==> src/hdl/samb_pkg.sv <==
package samb_pkg;

    // table sizes and address widths
    localparam int FINE_SINE_ENTRIES   = 2048;
    localparam int COARSE_SINE_ENTRIES = 256;
    localparam int FINE_QTR            = FINE_SINE_ENTRIES / 4;
    localparam int COARSE_QTR          = COARSE_SINE_ENTRIES / 4;
    localparam int FINE_AW             = $clog2(FINE_SINE_ENTRIES);
    localparam int FINE_QW             = $clog2(FINE_QTR);
    localparam int COARSE_AW           = $clog2(COARSE_SINE_ENTRIES);
    localparam int COARSE_QW           = $clog2(COARSE_QTR);

    // field and datapath widths
    localparam int GROUP_W   = 5;
    localparam int SCALE_W   = 16;
    localparam int ROT_W     = 11;
    localparam int MAG_W     = 9;
    localparam int TRIG_W    = 10;
    localparam int REM_W     = 17;
    localparam int QUO_W     = 17;
    localparam int INV_W     = 18;
    localparam int PROD_W    = INV_W + TRIG_W;
    localparam int Q_FRAC    = 8;
    localparam int DIV_STEPS = QUO_W;

    localparam logic [63:0] Q30_ONE     = 64'd1073741824;
    localparam logic [63:0] HALF_PI_Q30 = 64'd1686629713;

    typedef logic [63:0] t_ser_div [12];
    localparam t_ser_div SER_DIV_ODD  = '{64'd6, 64'd20, 64'd42, 64'd72, 64'd110, 64'd156,
                                          64'd210, 64'd272, 64'd342, 64'd420, 64'd506, 64'd600};
    localparam t_ser_div SER_DIV_EVEN = '{64'd2, 64'd12, 64'd30, 64'd56, 64'd90, 64'd132,
                                          64'd182, 64'd240, 64'd306, 64'd380, 64'd462, 64'd552};

    typedef logic [MAG_W-1:0] t_fine_tab   [FINE_QTR];
    typedef logic [MAG_W-1:0] t_coarse_tab [COARSE_QTR];

    // one divider lane: partial remainder, quotient so far, divisor magnitude
    typedef struct packed {
        logic [REM_W-1:0]   rem;
        logic [QUO_W-1:0]   quo;
        logic [SCALE_W-1:0] dvs;
    } t_lane;

    // item payload carried along the divider row
    typedef struct packed {
        logic [GROUP_W-1:0]        grp;
        logic signed [SCALE_W-1:0] xs;
        logic signed [SCALE_W-1:0] ys;
        logic                      inv;
        logic                      fx;
        logic                      fy;
        logic                      keep;
        logic signed [TRIG_W-1:0]  s1;
        logic signed [TRIG_W-1:0]  c1;
        logic signed [TRIG_W-1:0]  s2;
        logic signed [TRIG_W-1:0]  c2;
    } t_item;

    typedef struct packed {
        t_item item;
        t_lane lx;
        t_lane ly;
    } t_cell_rec;

    // taylor series in q30 on [0, pi/2]: sine when odd, cosine otherwise
    function automatic logic [63:0] series_q30(logic [63:0] x, logic odd);
        logic [63:0]        x2;
        logic [63:0]        term;
        logic signed [63:0] sum;
        x2   = (x * x) >> 30;
        term = odd ? x : Q30_ONE;
        sum  = $signed(term);
        for (int i = 1; i <= 12; i++) begin
            term = (term * x2) >> 30;
            term = odd ? term / SER_DIV_ODD[i-1] : term / SER_DIV_EVEN[i-1];
            if ((i & 1) != 0) begin
                sum = sum - $signed(term);
            end else begin
                sum = sum + $signed(term);
            end
        end
        return sum[63] ? 64'd0 : $unsigned(sum);
    endfunction

    function automatic logic [MAG_W-1:0] quarter_entry(logic [63:0] x, logic odd);
        logic [63:0] mag;
        logic [63:0] val;
        mag = series_q30(x, odd);
        val = (mag * 64'd256 + (Q30_ONE >> 1)) >> 30;
        return val[MAG_W-1:0];
    endfunction

    function automatic t_fine_tab fine_table(logic odd);
        t_fine_tab   tab;
        logic [63:0] x;
        for (int rq = 0; rq < FINE_QTR; rq++) begin
            x       = (64'(rq) * HALF_PI_Q30) / FINE_QTR;
            tab[rq] = quarter_entry(x, odd);
        end
        return tab;
    endfunction

    function automatic t_coarse_tab coarse_table(logic odd);
        t_coarse_tab tab;
        logic [63:0] x;
        for (int rq = 0; rq < COARSE_QTR; rq++) begin
            x       = (64'(rq) * HALF_PI_Q30) / COARSE_QTR;
            tab[rq] = quarter_entry(x, odd);
        end
        return tab;
    endfunction

endpackage

==> src/hdl/samb_div_cell.sv <==
module samb_div_cell (
    input  logic                 i_clk,
    input  logic                 i_rst_n,
    input  logic                 i_adv,
    input  logic                 i_valid,
    input  samb_pkg::t_cell_rec  i_rec,
    output logic                 o_valid,
    output samb_pkg::t_cell_rec  o_rec
);

    logic                r_valid;
    samb_pkg::t_cell_rec r_rec;
    samb_pkg::t_cell_rec n_rec;

    // one restoring step: compare, subtract, shift in the next zero bit
    function automatic samb_pkg::t_lane step(samb_pkg::t_lane l);
        samb_pkg::t_lane            o;
        logic [samb_pkg::REM_W-1:0] diff;
        logic                       hit;
        hit   = l.rem >= {1'b0, l.dvs};
        diff  = hit ? l.rem - {1'b0, l.dvs} : l.rem;
        o.rem = {diff[samb_pkg::REM_W-2:0], 1'b0};
        o.quo = {l.quo[samb_pkg::QUO_W-2:0], hit};
        o.dvs = l.dvs;
        return o;
    endfunction

    always_comb begin
        n_rec      = i_rec;
        n_rec.lx   = step(i_rec.lx);
        n_rec.ly   = step(i_rec.ly);
    end

    always_ff @(posedge i_clk) begin
        if (!i_rst_n) begin
            r_valid <= 1'b0;
        end else if (i_adv) begin
            r_valid <= i_valid;
        end
    end

    always_ff @(posedge i_clk) begin
        if (i_adv) begin
            r_rec <= n_rec;
        end
    end

    assign o_valid = r_valid;
    assign o_rec   = r_rec;

endmodule

==> config.mk <==
export PLATFORM = sky130hd
export DESIGN_NAME = samb_div_cell
export DESIGN_NICKNAME = d
export VERILOG_FILES = /design/src/hdl/samb_pkg.sv /design/src/hdl/samb_div_cell.sv
export SDC_FILE = /design/constraint.sdc
export NUM_CORES = 1
export LEC_CHECK = 0
export BUFFER_PORTS_ARGS = -buffer_cell sky130_fd_sc_hd__buf_2
export CAP_MARGIN = 40
export CORE_ASPECT_RATIO = 1.4
export CORE_UTILIZATION = 30
export CTS_BUF_LIST = sky130_fd_sc_hd__clkbuf_16
export DETAILED_ROUTE_END_ITERATION = 8
export HOLD_SLACK_MARGIN = 0.06
export SETUP_SLACK_MARGIN = 0.2
export SLEW_MARGIN = 20
export SYNTH_ARGS = -nofsm -noshare
export SYNTH_HDL_FRONTEND = slang
export SYNTH_SLANG_ARGS = --single-unit
export TNS_END_PERCENT = 10
==> constraint.sdc <==
create_clock -name i_clk -period 3.76 [get_ports i_clk]
set_input_delay 0 -clock i_clk [delete_from_list [all_inputs] [get_ports i_clk]]
set_output_delay 0 -clock i_clk [all_outputs]
set_load 0.05 [all_outputs]
==> metrics list <==
- Setup repair after global routing left no endpoint under its margin.
- In this run the worst hold path is classified as in2reg.
* Final core utilization: 49.27%
- Number of synthesized flops with an enable pin: 179
- The slowest stage of the critical path belongs to the cell dlygate4sd3_1.
- In the final layout, the share of cells above drive strength 1 is 39.14%.
- Leaving out fill and tap cells, the most frequent cell in the layout is buf_2.
* Worst path buffer plus inverter count: 4
- Xor-xnor portion of the synthesized cell area: 2.174%
* Initial antenna violation count: 3
- DRC errors left: 0
- Reg-to-reg critical path endpoint: o_valid
- STA classifies the critical path startpoint as an input pin.
- Count of final hold-check violations: 0
* Yosys synthesis warning count: 0
* Worst Max-Slew Pin Slew: 777.0 ps
* Number of vias after detailed routing: 6,182
- The die covers 26,170 µm².
- The worst setup path is captured at a register.
- Routed Antenna Nets: 0
* Number of global-route vias before repair: 6,327
* DP Wirelength: 15,080 µm
- The number of setup buffers added after CTS is 0.
- A synthesized cell averages 15.25 µm².
* Average wire per cell in the routed design: 15.45 µm
- Setup CP Type: in2reg
- Skew-Pair Late Insertion Delay: 420 ps
- Status: finished clean
* H-tree depth reported by CTS: 4
- Post-CTS Resized: 0
- Across the routed clock network, the largest skew measured is 0 ps.
- Sequential area share after synthesis: 70.47%
* Hold bufs inserted after CTS: 180
- Worst path depth: 11
- Final setup fails: 0
- In this run the static leakage power is 5.342 nW.
- Adding up every negative setup slack in the final design gives 0 ps.
- After synthesis the netlist holds a flip-flop and latch count of 180.
- Critical Path AT: 2930 ps
- Commonest non-fill, non-tap cells in the layout: 361 x buf_2, 180 x dlygate4sd3_1, 179 x edfxtp_1, 48 x inv_1, 33 x a21oi_1
- Area of the mapped netlist: 7656 µm²
- Die Span X: 137.0 µm
- For this run, the leading register cell type out of synthesis is edfxtp_1.
- Main combinational cell family by area after synthesis: compound AO/OA/AOI/OAI gates
- After clock tree synthesis, the clock-pin slew on the worst setup and hold paths is 70 ps.
* I/O Pins: 367
* Basic-gate share of the synthesized area counting and, or, nand and nor cells: 5.818%
* Via-to-Cell Ratio: 4.451
* Maximum number of pins on one net before global-route repair: 75
- The first global-routing pass estimated 31,530 µm of wire.
* Total power density per cell area: 468.8 nW/µm²
* Standard-cell rows: 68
- Largest fanout of any net on the critical path: 13
- At the end of routability-driven placement, the weighted congestion stood at 0.7828.
- Core ar.: 24,840 µm²
- Derived from the worst setup path, the maximum achievable clock frequency is 0.3639 GHz.
- In this run the tightest slew margin relative to its limit is 47.76%.
* Total clock buffers created by CTS: 17
- The worst register-to-register path has a setup slack of 2620 ps.
* Critical path, cell by cell: dlygate4sd3_1 > buf_2 > inv_1 > ha_1 > or2_1 > and3_1 > a21oi_1 > o21ai_4 > a31oi_4 > buf_4 > mux2_4
* Asr flop ratio synth: 0%
* Biggest area consumer among synthesized cells: edfxtp_1
- Grt ovf: 0
* Number of sinks handled by clock tree synthesis: 180
* Layout area overhead: 59.88%
- Final wirelength: 21,460 µm
- Mux share of post-synthesis cell area: 3.432%
- In the post-synthesis netlist, the biggest area contributors are edfxtp_1 70%, ha_1 5.2%, inv_1 2.4%.
* Post-synthesis compound-gate area fraction: 9.283%
* Overall die height: 191.0 µm
- Reg2reg path depth: 3
- Number of buffers on the longest clock path: 2
- Max-capacitance violation count: 0
- Final hold slack: 90.59 ps
- Number of slew-limit violations in the final report: 0
- The synthesized netlist contains 60 unique library cells.
* Buffers on Ports: 362
- In the finished design, the share of the clock period the worst path needs comes to 73.09%.
* Worst setup path endpoint: o_rec[98]
* Number of cells produced by synthesis: 502
* Total routing usage reported by global routing: 15.97%
- The startpoint identified for the worst register-to-register timing path is o_valid.
* Nets: 1,279
- The first detailed-routing pass ran for 4 iterations.
- The root buffer cell chosen for the clock tree is clkbuf_16.
* Shortest clock period the worst path allows after layout: 2748 ps
* Violation count after the first detailed-route iteration: 238
- The synthesized design devotes to its leading area cell type 70.21% of total area.
- CP delay by family, top: buffers and inverters
- Initial standard-cell utilization of the core: 30.82%
- In this design, the stage delay of the slowest critical-path cell is 520 ps.
* Adder-cell share of the synthesized area: 5.753%
- For the worst setup path, the data required time is 3940 ps.
* Peak supply drop: 0.0003012 V
- The most critical setup path has its startpoint at i_rec[60].
- CTS tree: yes
==> worst min-delay path by stage <==
stage | start | end | slack [ps] | cells past startpoint
2_1_floorplan | i_rec[0] | o_rec[0] | 100 | 0
3_3_place_gp | i_rec[16] | o_rec[17] | 180 | 1
3_5_place_dp | i_rec[106] | o_rec[106] | 180 | 1
4_1_cts | i_rec[99] | o_rec[66] | 70 | 4
5_1_grt | i_rec[99] | o_rec[66] | 100 | 4
6_report | i_rec[99] | o_rec[66] | 90 | 4
==> worst reg2reg max path, stage by stage (launching register included) <==
cell	delay (ps)
dfxtp_1	310
mux2i_1	120
nor2b_1	60
dlygate4sd3_1	540
==> power by group <==
group / switching (mW) / internal [mW] / leakage, nW / total, mW
Sequential: 0.0464 / 2.43 / 1.76 / 2.47
Clock: 0.838 / 0.878 / 0.269 / 1.72
Combinational: 1.05 / 0.502 / 3.31 / 1.55
==> cells by family (layout without fill, tap and decap cells) <==
group | count (synthesis) | after routing
buffers and inverters | 57 | 627
xor gates and xnor gates | 19 | 19
other | 1 | 3
muxes | 22 | 22
adders and majority gates | 34 | 34
and+or+nand+nor | 86 | 86
AOI/OAI and AO/OA | 103 | 103
DFF | 180 | 180
==> final cells by class <==
cell class,count,area (µm²)
sequential,180,5395
multi-input combinational,266,2033
antenna,1,2.502
clock inverter,15,140.1
tap,315,394.1
fill,2243,12600
clock buffer,17,425.4
inverter,48,180.2
timing repair buffer,547,3670
==> sequential cells by signal, summed over array words and instances (netlist names) <==
signal,count
o_valid,1
o_rec,179
==> through the flow <==
| stage | std cells | power (mW) | area (µm²) | setup WS [ps] |
|---|---|---|---|---|
| after detailed placement | 1176 | 3.914 | 9871 | 1100 |
| final | 1389 | 5.738 | 12240 | 1012 |
| after global routing | 1388 | 5.977 | 12240 | 881.8 |
| after global placement | 1176 | 3.902 | 9871 | 1092 |
| after floorplan | 503 | 3.514 | 7660 | 1614 |
| after CTS | 1388 | 5.814 | 12240 | 1009 |
==> cell usage after synthesis (all sizes together) (2+ instances only) <==
cell type,number
and2,4
a21o,7
inv,48
a21oi,33
and3,4
or2,3
xor2,8
nand4,3
mux2i,6
a31oi,2
o211ai,3
nand2,12
a21boi,3
o21ai,15
o31a,3
or4,2
ha,32
o31ai,3
buf,5
o21a,6
a211oi,7
nand3,8
xnor2,11
nand2b,5
fa,2
nand3b,5
a2111o,2
nor3,3
a211o,2
mux2,16
edfxtp,179
nor2,27
o21bai,2
nor2b,5
clkbuf,4
and4,3
o2111ai,4
==> metal layers <==
layer	up-vias	part of all wire (%)	wire length [µm]	track usage, %
met3	24	5.8	1255	4.296
li1	3022	-	-	-
met5	-	0.11	23	0
met2	200	56	12000	30.81
met4	4	1.6	345	5.452
met1	2932	37	7834	16.06
No activity file was read; power rests on OpenSTA's default activity.
