$ cat src/hdl/samb_pkg.sv
package samb_pkg;

    // table sizes and address widths
    localparam int FINE_SINE_ENTRIES   = 2048;
    localparam int COARSE_SINE_ENTRIES = 256;
    localparam int FINE_QTR            = FINE_SINE_ENTRIES / 4;
    localparam int COARSE_QTR          = COARSE_SINE_ENTRIES / 4;
    localparam int FINE_AW             = $clog2(FINE_SINE_ENTRIES);
    localparam int FINE_QW             = $clog2(FINE_QTR);
    localparam int COARSE_AW           = $clog2(COARSE_SINE_ENTRIES);
    localparam int COARSE_QW           = $clog2(COARSE_QTR);

    // field and datapath widths
    localparam int GROUP_W   = 5;
    localparam int SCALE_W   = 16;
    localparam int ROT_W     = 11;
    localparam int MAG_W     = 9;
    localparam int TRIG_W    = 10;
    localparam int REM_W     = 17;
    localparam int QUO_W     = 17;
    localparam int INV_W     = 18;
    localparam int PROD_W    = INV_W + TRIG_W;
    localparam int Q_FRAC    = 8;
    localparam int DIV_STEPS = QUO_W;

    localparam logic [63:0] Q30_ONE     = 64'd1073741824;
    localparam logic [63:0] HALF_PI_Q30 = 64'd1686629713;

    typedef logic [63:0] t_ser_div [12];
    localparam t_ser_div SER_DIV_ODD  = '{64'd6, 64'd20, 64'd42, 64'd72, 64'd110, 64'd156,
                                          64'd210, 64'd272, 64'd342, 64'd420, 64'd506, 64'd600};
    localparam t_ser_div SER_DIV_EVEN = '{64'd2, 64'd12, 64'd30, 64'd56, 64'd90, 64'd132,
                                          64'd182, 64'd240, 64'd306, 64'd380, 64'd462, 64'd552};

    typedef logic [MAG_W-1:0] t_fine_tab   [FINE_QTR];
    typedef logic [MAG_W-1:0] t_coarse_tab [COARSE_QTR];

    // one divider lane: partial remainder, quotient so far, divisor magnitude
    typedef struct packed {
        logic [REM_W-1:0]   rem;
        logic [QUO_W-1:0]   quo;
        logic [SCALE_W-1:0] dvs;
    } t_lane;

    // item payload carried along the divider row
    typedef struct packed {
        logic [GROUP_W-1:0]        grp;
        logic signed [SCALE_W-1:0] xs;
        logic signed [SCALE_W-1:0] ys;
        logic                      inv;
        logic                      fx;
        logic                      fy;
        logic                      keep;
        logic signed [TRIG_W-1:0]  s1;
        logic signed [TRIG_W-1:0]  c1;
        logic signed [TRIG_W-1:0]  s2;
        logic signed [TRIG_W-1:0]  c2;
    } t_item;

    typedef struct packed {
        t_item item;
        t_lane lx;
        t_lane ly;
    } t_cell_rec;

    // taylor series in q30 on [0, pi/2]: sine when odd, cosine otherwise
    function automatic logic [63:0] series_q30(logic [63:0] x, logic odd);
        logic [63:0]        x2;
        logic [63:0]        term;
        logic signed [63:0] sum;
        x2   = (x * x) >> 30;
        term = odd ? x : Q30_ONE;
        sum  = $signed(term);
        for (int i = 1; i <= 12; i++) begin
            term = (term * x2) >> 30;
            term = odd ? term / SER_DIV_ODD[i-1] : term / SER_DIV_EVEN[i-1];
            if ((i & 1) != 0) begin
                sum = sum - $signed(term);
            end else begin
                sum = sum + $signed(term);
            end
        end
        return sum[63] ? 64'd0 : $unsigned(sum);
    endfunction

    function automatic logic [MAG_W-1:0] quarter_entry(logic [63:0] x, logic odd);
        logic [63:0] mag;
        logic [63:0] val;
        mag = series_q30(x, odd);
        val = (mag * 64'd256 + (Q30_ONE >> 1)) >> 30;
        return val[MAG_W-1:0];
    endfunction

    function automatic t_fine_tab fine_table(logic odd);
        t_fine_tab   tab;
        logic [63:0] x;
        for (int rq = 0; rq < FINE_QTR; rq++) begin
            x       = (64'(rq) * HALF_PI_Q30) / FINE_QTR;
            tab[rq] = quarter_entry(x, odd);
        end
        return tab;
    endfunction

    function automatic t_coarse_tab coarse_table(logic odd);
        t_coarse_tab tab;
        logic [63:0] x;
        for (int rq = 0; rq < COARSE_QTR; rq++) begin
            x       = (64'(rq) * HALF_PI_Q30) / COARSE_QTR;
            tab[rq] = quarter_entry(x, odd);
        end
        return tab;
    endfunction

endpackage

$ cat src/hdl/samb_mat_unit.sv
module samb_mat_unit (
    input  logic signed [samb_pkg::INV_W-1:0]   i_sx,
    input  logic signed [samb_pkg::INV_W-1:0]   i_sy,
    input  logic signed [samb_pkg::TRIG_W-1:0]  i_sin,
    input  logic signed [samb_pkg::TRIG_W-1:0]  i_cos,
    input  logic                                i_second,
    output logic signed [samb_pkg::SCALE_W-1:0] o_a,
    output logic signed [samb_pkg::SCALE_W-1:0] o_b,
    output logic signed [samb_pkg::SCALE_W-1:0] o_c,
    output logic signed [samb_pkg::SCALE_W-1:0] o_d
);

    logic signed [samb_pkg::INV_W-1:0]  b_scale;
    logic signed [samb_pkg::INV_W-1:0]  c_scale;
    logic signed [samb_pkg::TRIG_W-1:0] nsin;
    logic signed [samb_pkg::PROD_W-1:0] pa;
    logic signed [samb_pkg::PROD_W-1:0] pb;
    logic signed [samb_pkg::PROD_W-1:0] pc;
    logic signed [samb_pkg::PROD_W-1:0] pd;

    // renderer form swaps the scales on the off-diagonal
    assign b_scale = i_second ? i_sy : i_sx;
    assign c_scale = i_second ? i_sx : i_sy;
    assign nsin    = -i_sin;

    assign pa = samb_pkg::PROD_W'(i_sx) * samb_pkg::PROD_W'(i_cos);
    assign pb = samb_pkg::PROD_W'(b_scale) * samb_pkg::PROD_W'(nsin);
    assign pc = samb_pkg::PROD_W'(c_scale) * samb_pkg::PROD_W'(i_sin);
    assign pd = samb_pkg::PROD_W'(i_sy) * samb_pkg::PROD_W'(i_cos);

    // arithmetic shift by the fraction width, wrapped to 16 bits
    assign o_a = pa[samb_pkg::Q_FRAC +: samb_pkg::SCALE_W];
    assign o_b = pb[samb_pkg::Q_FRAC +: samb_pkg::SCALE_W];
    assign o_c = pc[samb_pkg::Q_FRAC +: samb_pkg::SCALE_W];
    assign o_d = pd[samb_pkg::Q_FRAC +: samb_pkg::SCALE_W];

endmodule

$ cat config.mk
export PLATFORM = sky130hd
export DESIGN_NAME = samb_mat_unit
export DESIGN_NICKNAME = d
export VERILOG_FILES = /design/src/hdl/samb_pkg.sv /design/src/hdl/samb_mat_unit.sv
export SDC_FILE = /design/constraint.sdc
export NUM_CORES = 2
export LEC_CHECK = 0
export BUFFER_PORTS_ARGS = -buffer_cell sky130_fd_sc_hd__buf_2
export CELL_PAD_IN_SITES_DETAIL_PLACEMENT = 2
export CELL_PAD_IN_SITES_GLOBAL_PLACEMENT = 2
export CORE_MARGIN = 1
export CORE_UTILIZATION = 35
export DETAILED_ROUTE_END_ITERATION = 8
export GPL_TIMING_DRIVEN = 0
export PLACE_DENSITY = 0.78
export SLEW_MARGIN = 20
export SYNTH_ARGS = -nofsm -noshare
export SYNTH_HDL_FRONTEND = slang
export SYNTH_SLANG_ARGS = --single-unit
$ cat constraint.sdc
create_clock -name vclk -period 8
set_clock_uncertainty 0.2 [all_clocks]
set_input_delay 0.4 -clock vclk [all_inputs]
set_output_delay 0.4 -clock vclk [all_outputs]
set_load 0.02 [all_outputs]
==> flow_summary_export.csv <==
group,metric,value,unit
place,port_buffers,109,
setup_path,setup.worst_path.start_class,"input port",
routing,dr_total_vias,17680,
floorplanning,dieHeight,253.0,µm
synthesis,synth.area.mux_share,3.171,%
place,post-dp-hpwl,66500,µm
synthesis,yosys_warns,0,
sta,worstMarginPinSlew,892.0,ps
grt,met2_track_demand_over_resource_in_global_routing,46.77,%
finish,multi_input_gate_area_in_the_final_layout,19950,µm²
grt,use_met3,2.282,%
floorplanning,initial_core_util,35.61,%
floorplanning,io_pins,121,
routing,final_antenna_net_count,0,
sta,fmaxAchievable,127.7,MHz
synthesis,fraction_of_the_mapped_netlist_area_in_compound_gates,3.319,%
synthesis,synth_cell_type_count,59,
finish,area_growth,9.383,%
grt,first_global_vias,21180,
setup_path,cp.arrival,7230,ps
setup_path,critical_path.max_fanout,8,
grt,gr-usage-all-layers,24.32,%
finish,layout-drive-gt1-share,8.787,%
synthesis,netlist_area,22050,µm²
sta,rsz0062_at_grt,"true",
setup_path,worst_ep_required_time,7400,ps
sta,relSlewSlack,40.53,%
setup_path,critPathKind,"in2out",
routing,avgRoutedWirePerCell,22.54,µm
clock_tree,cts-hold-fix-buffers,0,
routing,detailedRoute.firstPassIterationCount,4,
routing,detail_route.vias_per_cell,5.132,
finish,leading_cell_types_in_the_layout_fill_and_taps_excluded,"sky130_fd_sc_hd__fa_1 (528), sky130_fd_sc_hd__inv_1 (521), sky130_fd_sc_hd__nand2_1 (363)",
run,max_cap_viol,0,
synthesis,ys_seq_area_share,0,%
synthesis,avgSynthCellArea,8.893,µm²
place,globalplace.congestion,0.8963,
finish,most_common_library_cell_in_the_layout_ignoring_fill_and_taps,"sky130_fd_sc_hd__fa_1",
synthesis,synth_xor_xnor_area_share,4.805,%
sta,slew_violations,0,
floorplanning,die_w,253.0,µm
floorplanning,die_area,64020,µm²
grt,grt_antenna_before_repair,4,
routing,drt_drc_violations_left,0,
grt,global_route.peak_usage_layer,"met2",
run_status,run_status,"finished, final reports clean",
finish,final.clkbuf_count,0,
finish,sequential_cell_total,0,
grt,grt_pass1_wl,119200,µm
finish,layout_nets,3410,
routing,drt_first_iter_violations,800,
floorplanning,placeableCoreArea,61940,µm²
sta,finalSetupViolations,0,
floorplanning,placement_rows,91,
grt,global_route.usage.met1,28.77,%
worst_hold_path,min-delay-path-class,"in2out",
routing,routed_wirelength,77630,µm
synthesis,synth.net_count,3282,
grt,globalRouteOverflowTotal,0,
sta,setup-tns-final,0,ps
synthesis,combinational_family_with_the_most_area_after_synthesis,"adder cells",
sta,timing.final.hold_violations,0,
finish,sequential_cell_area,0,µm²
finish,num-fill-cells,7021,
setup_path,end_kind,"output pin",
sta,finalCriticalPeriod,7829,ps
synthesis,simple_gate_share_of_the_synthesized_area,17.67,%
sta,min_period_over_period,97.87,%
grt,grt_start_max_net_pins,20,
synthesis,synthAdderAreaFrac,60.24,%
synthesis,synthCells,2480,
-- final cells by class --
type	count	share of cell area [%]
timing repair buffer	129	2.946
tap	837	4.341
multi-input combinational	1848	82.68
antenna	1	0.01037
buffer	105	1.800
inverter	524	8.221
-- repair_timing --
item	4_1_cts	5_1_grt
endpoints found under the setup margin	22	8
setup buffers	2	18
resized for setup	37	43
pin swaps	2	10
-- cells by family (layout without fill, tap and decap cells) --
group	after synthesis	after routing
xor+xnor	121	121
buf+inv	632	758
fa+ha+maj	745	745
compound gates	99	99
mux	64	64
other cells	0	1
simple gates	819	819
-- final timing paths --
| kind | start | slack, ps | endpoint | cells after the start |
|---|---|---|---|---|
| min | i_cos[0] | 1340 | o_a[0] | 6 |
| max | i_sin[1] | 170 | o_b[15] | 28 |
-- metal layers --
layer	routed length (µm)	share of wire, %
met1	29390	38
met2	42180	54
met3	3830	4.9
met4	2185	2.8
met5	46	0.059
-- synth_stat cells, types with 2 or more instances --
master                     count  area share [%]
sky130_fd_sc_hd__o21bai_1      2           0.068
sky130_fd_sc_hd__nor4_1        2           0.057
sky130_fd_sc_hd__nand2b_1     36             1.0
sky130_fd_sc_hd__a211oi_1      2           0.068
sky130_fd_sc_hd__clkbuf_1     98             1.7
sky130_fd_sc_hd__nor2b_1      14            0.40
sky130_fd_sc_hd__o211ai_1      4            0.14
sky130_fd_sc_hd__o21a_1       14            0.48
sky130_fd_sc_hd__o21ai_0      15            0.34
sky130_fd_sc_hd__nand2_1     363             6.2
sky130_fd_sc_hd__fa_1        528              48
sky130_fd_sc_hd__inv_1       523             8.9
sky130_fd_sc_hd__nor3b_1       2           0.068
sky130_fd_sc_hd__xnor2_1      94             3.7
sky130_fd_sc_hd__nand4_1       8            0.23
sky130_fd_sc_hd__or2_2         3           0.085
sky130_fd_sc_hd__xor2_1       27             1.1
sky130_fd_sc_hd__a21o_1       14            0.48
sky130_fd_sc_hd__and2b_1       2           0.068
sky130_fd_sc_hd__o31ai_4       2            0.19
sky130_fd_sc_hd__and2_1      217             6.2
sky130_fd_sc_hd__mux2i_1      28             1.3
sky130_fd_sc_hd__ha_1        217              12
sky130_fd_sc_hd__a21oi_1      26            0.59
sky130_fd_sc_hd__a31oi_1       5            0.14
sky130_fd_sc_hd__nand3_1      12            0.27
sky130_fd_sc_hd__and3_1        8            0.23
sky130_fd_sc_hd__mux2_2       34             1.7
sky130_fd_sc_hd__nor2_1      125             2.1
sky130_fd_sc_hd__or4_1         2           0.068
sky130_fd_sc_hd__buf_1         8            0.14
sky130_fd_sc_hd__nor3_1       18            0.41
-- critical path: stages --
cell                         delay (ps)
sky130_fd_sc_hd__buf_4              180
sky130_fd_sc_hd__clkinvlp_4         120
sky130_fd_sc_hd__ha_4               160
sky130_fd_sc_hd__nor3b_4            230
sky130_fd_sc_hd__nand2b_1           150
sky130_fd_sc_hd__or4_4              620
sky130_fd_sc_hd__xor2_4             230
sky130_fd_sc_hd__nand2_1            100
sky130_fd_sc_hd__fa_1               470
sky130_fd_sc_hd__fa_1               510
sky130_fd_sc_hd__inv_1               60
sky130_fd_sc_hd__fa_1               460
sky130_fd_sc_hd__fa_1               500
sky130_fd_sc_hd__inv_1               50
sky130_fd_sc_hd__fa_1               470
sky130_fd_sc_hd__inv_1               40
sky130_fd_sc_hd__ha_2               300
sky130_fd_sc_hd__and3_1             200
sky130_fd_sc_hd__a221o_1            350
sky130_fd_sc_hd__a211oi_4           320
sky130_fd_sc_hd__a211oi_4           140
sky130_fd_sc_hd__nor4_2             260
sky130_fd_sc_hd__buf_4              160
sky130_fd_sc_hd__o31ai_2             90
sky130_fd_sc_hd__o21a_1             210
sky130_fd_sc_hd__nor2_2             150
sky130_fd_sc_hd__xnor2_2            140
sky130_fd_sc_hd__buf_4              170
-- stage by stage --
stage	instance area, µm²	cells	hold slack, ps	util [%]	setup WS (ps)
after floorplan	22050	2480	968.8	-	117.8
after global placement	23650	3426	1319	38.18	-2002
after detailed placement	23650	3426	1343	38.18	-2198
after CTS	23840	3425	1343	38.49	19.71
after global routing	24120	3443	1424	38.94	-90.83
final	24120	3444	1340	38.95	170.6
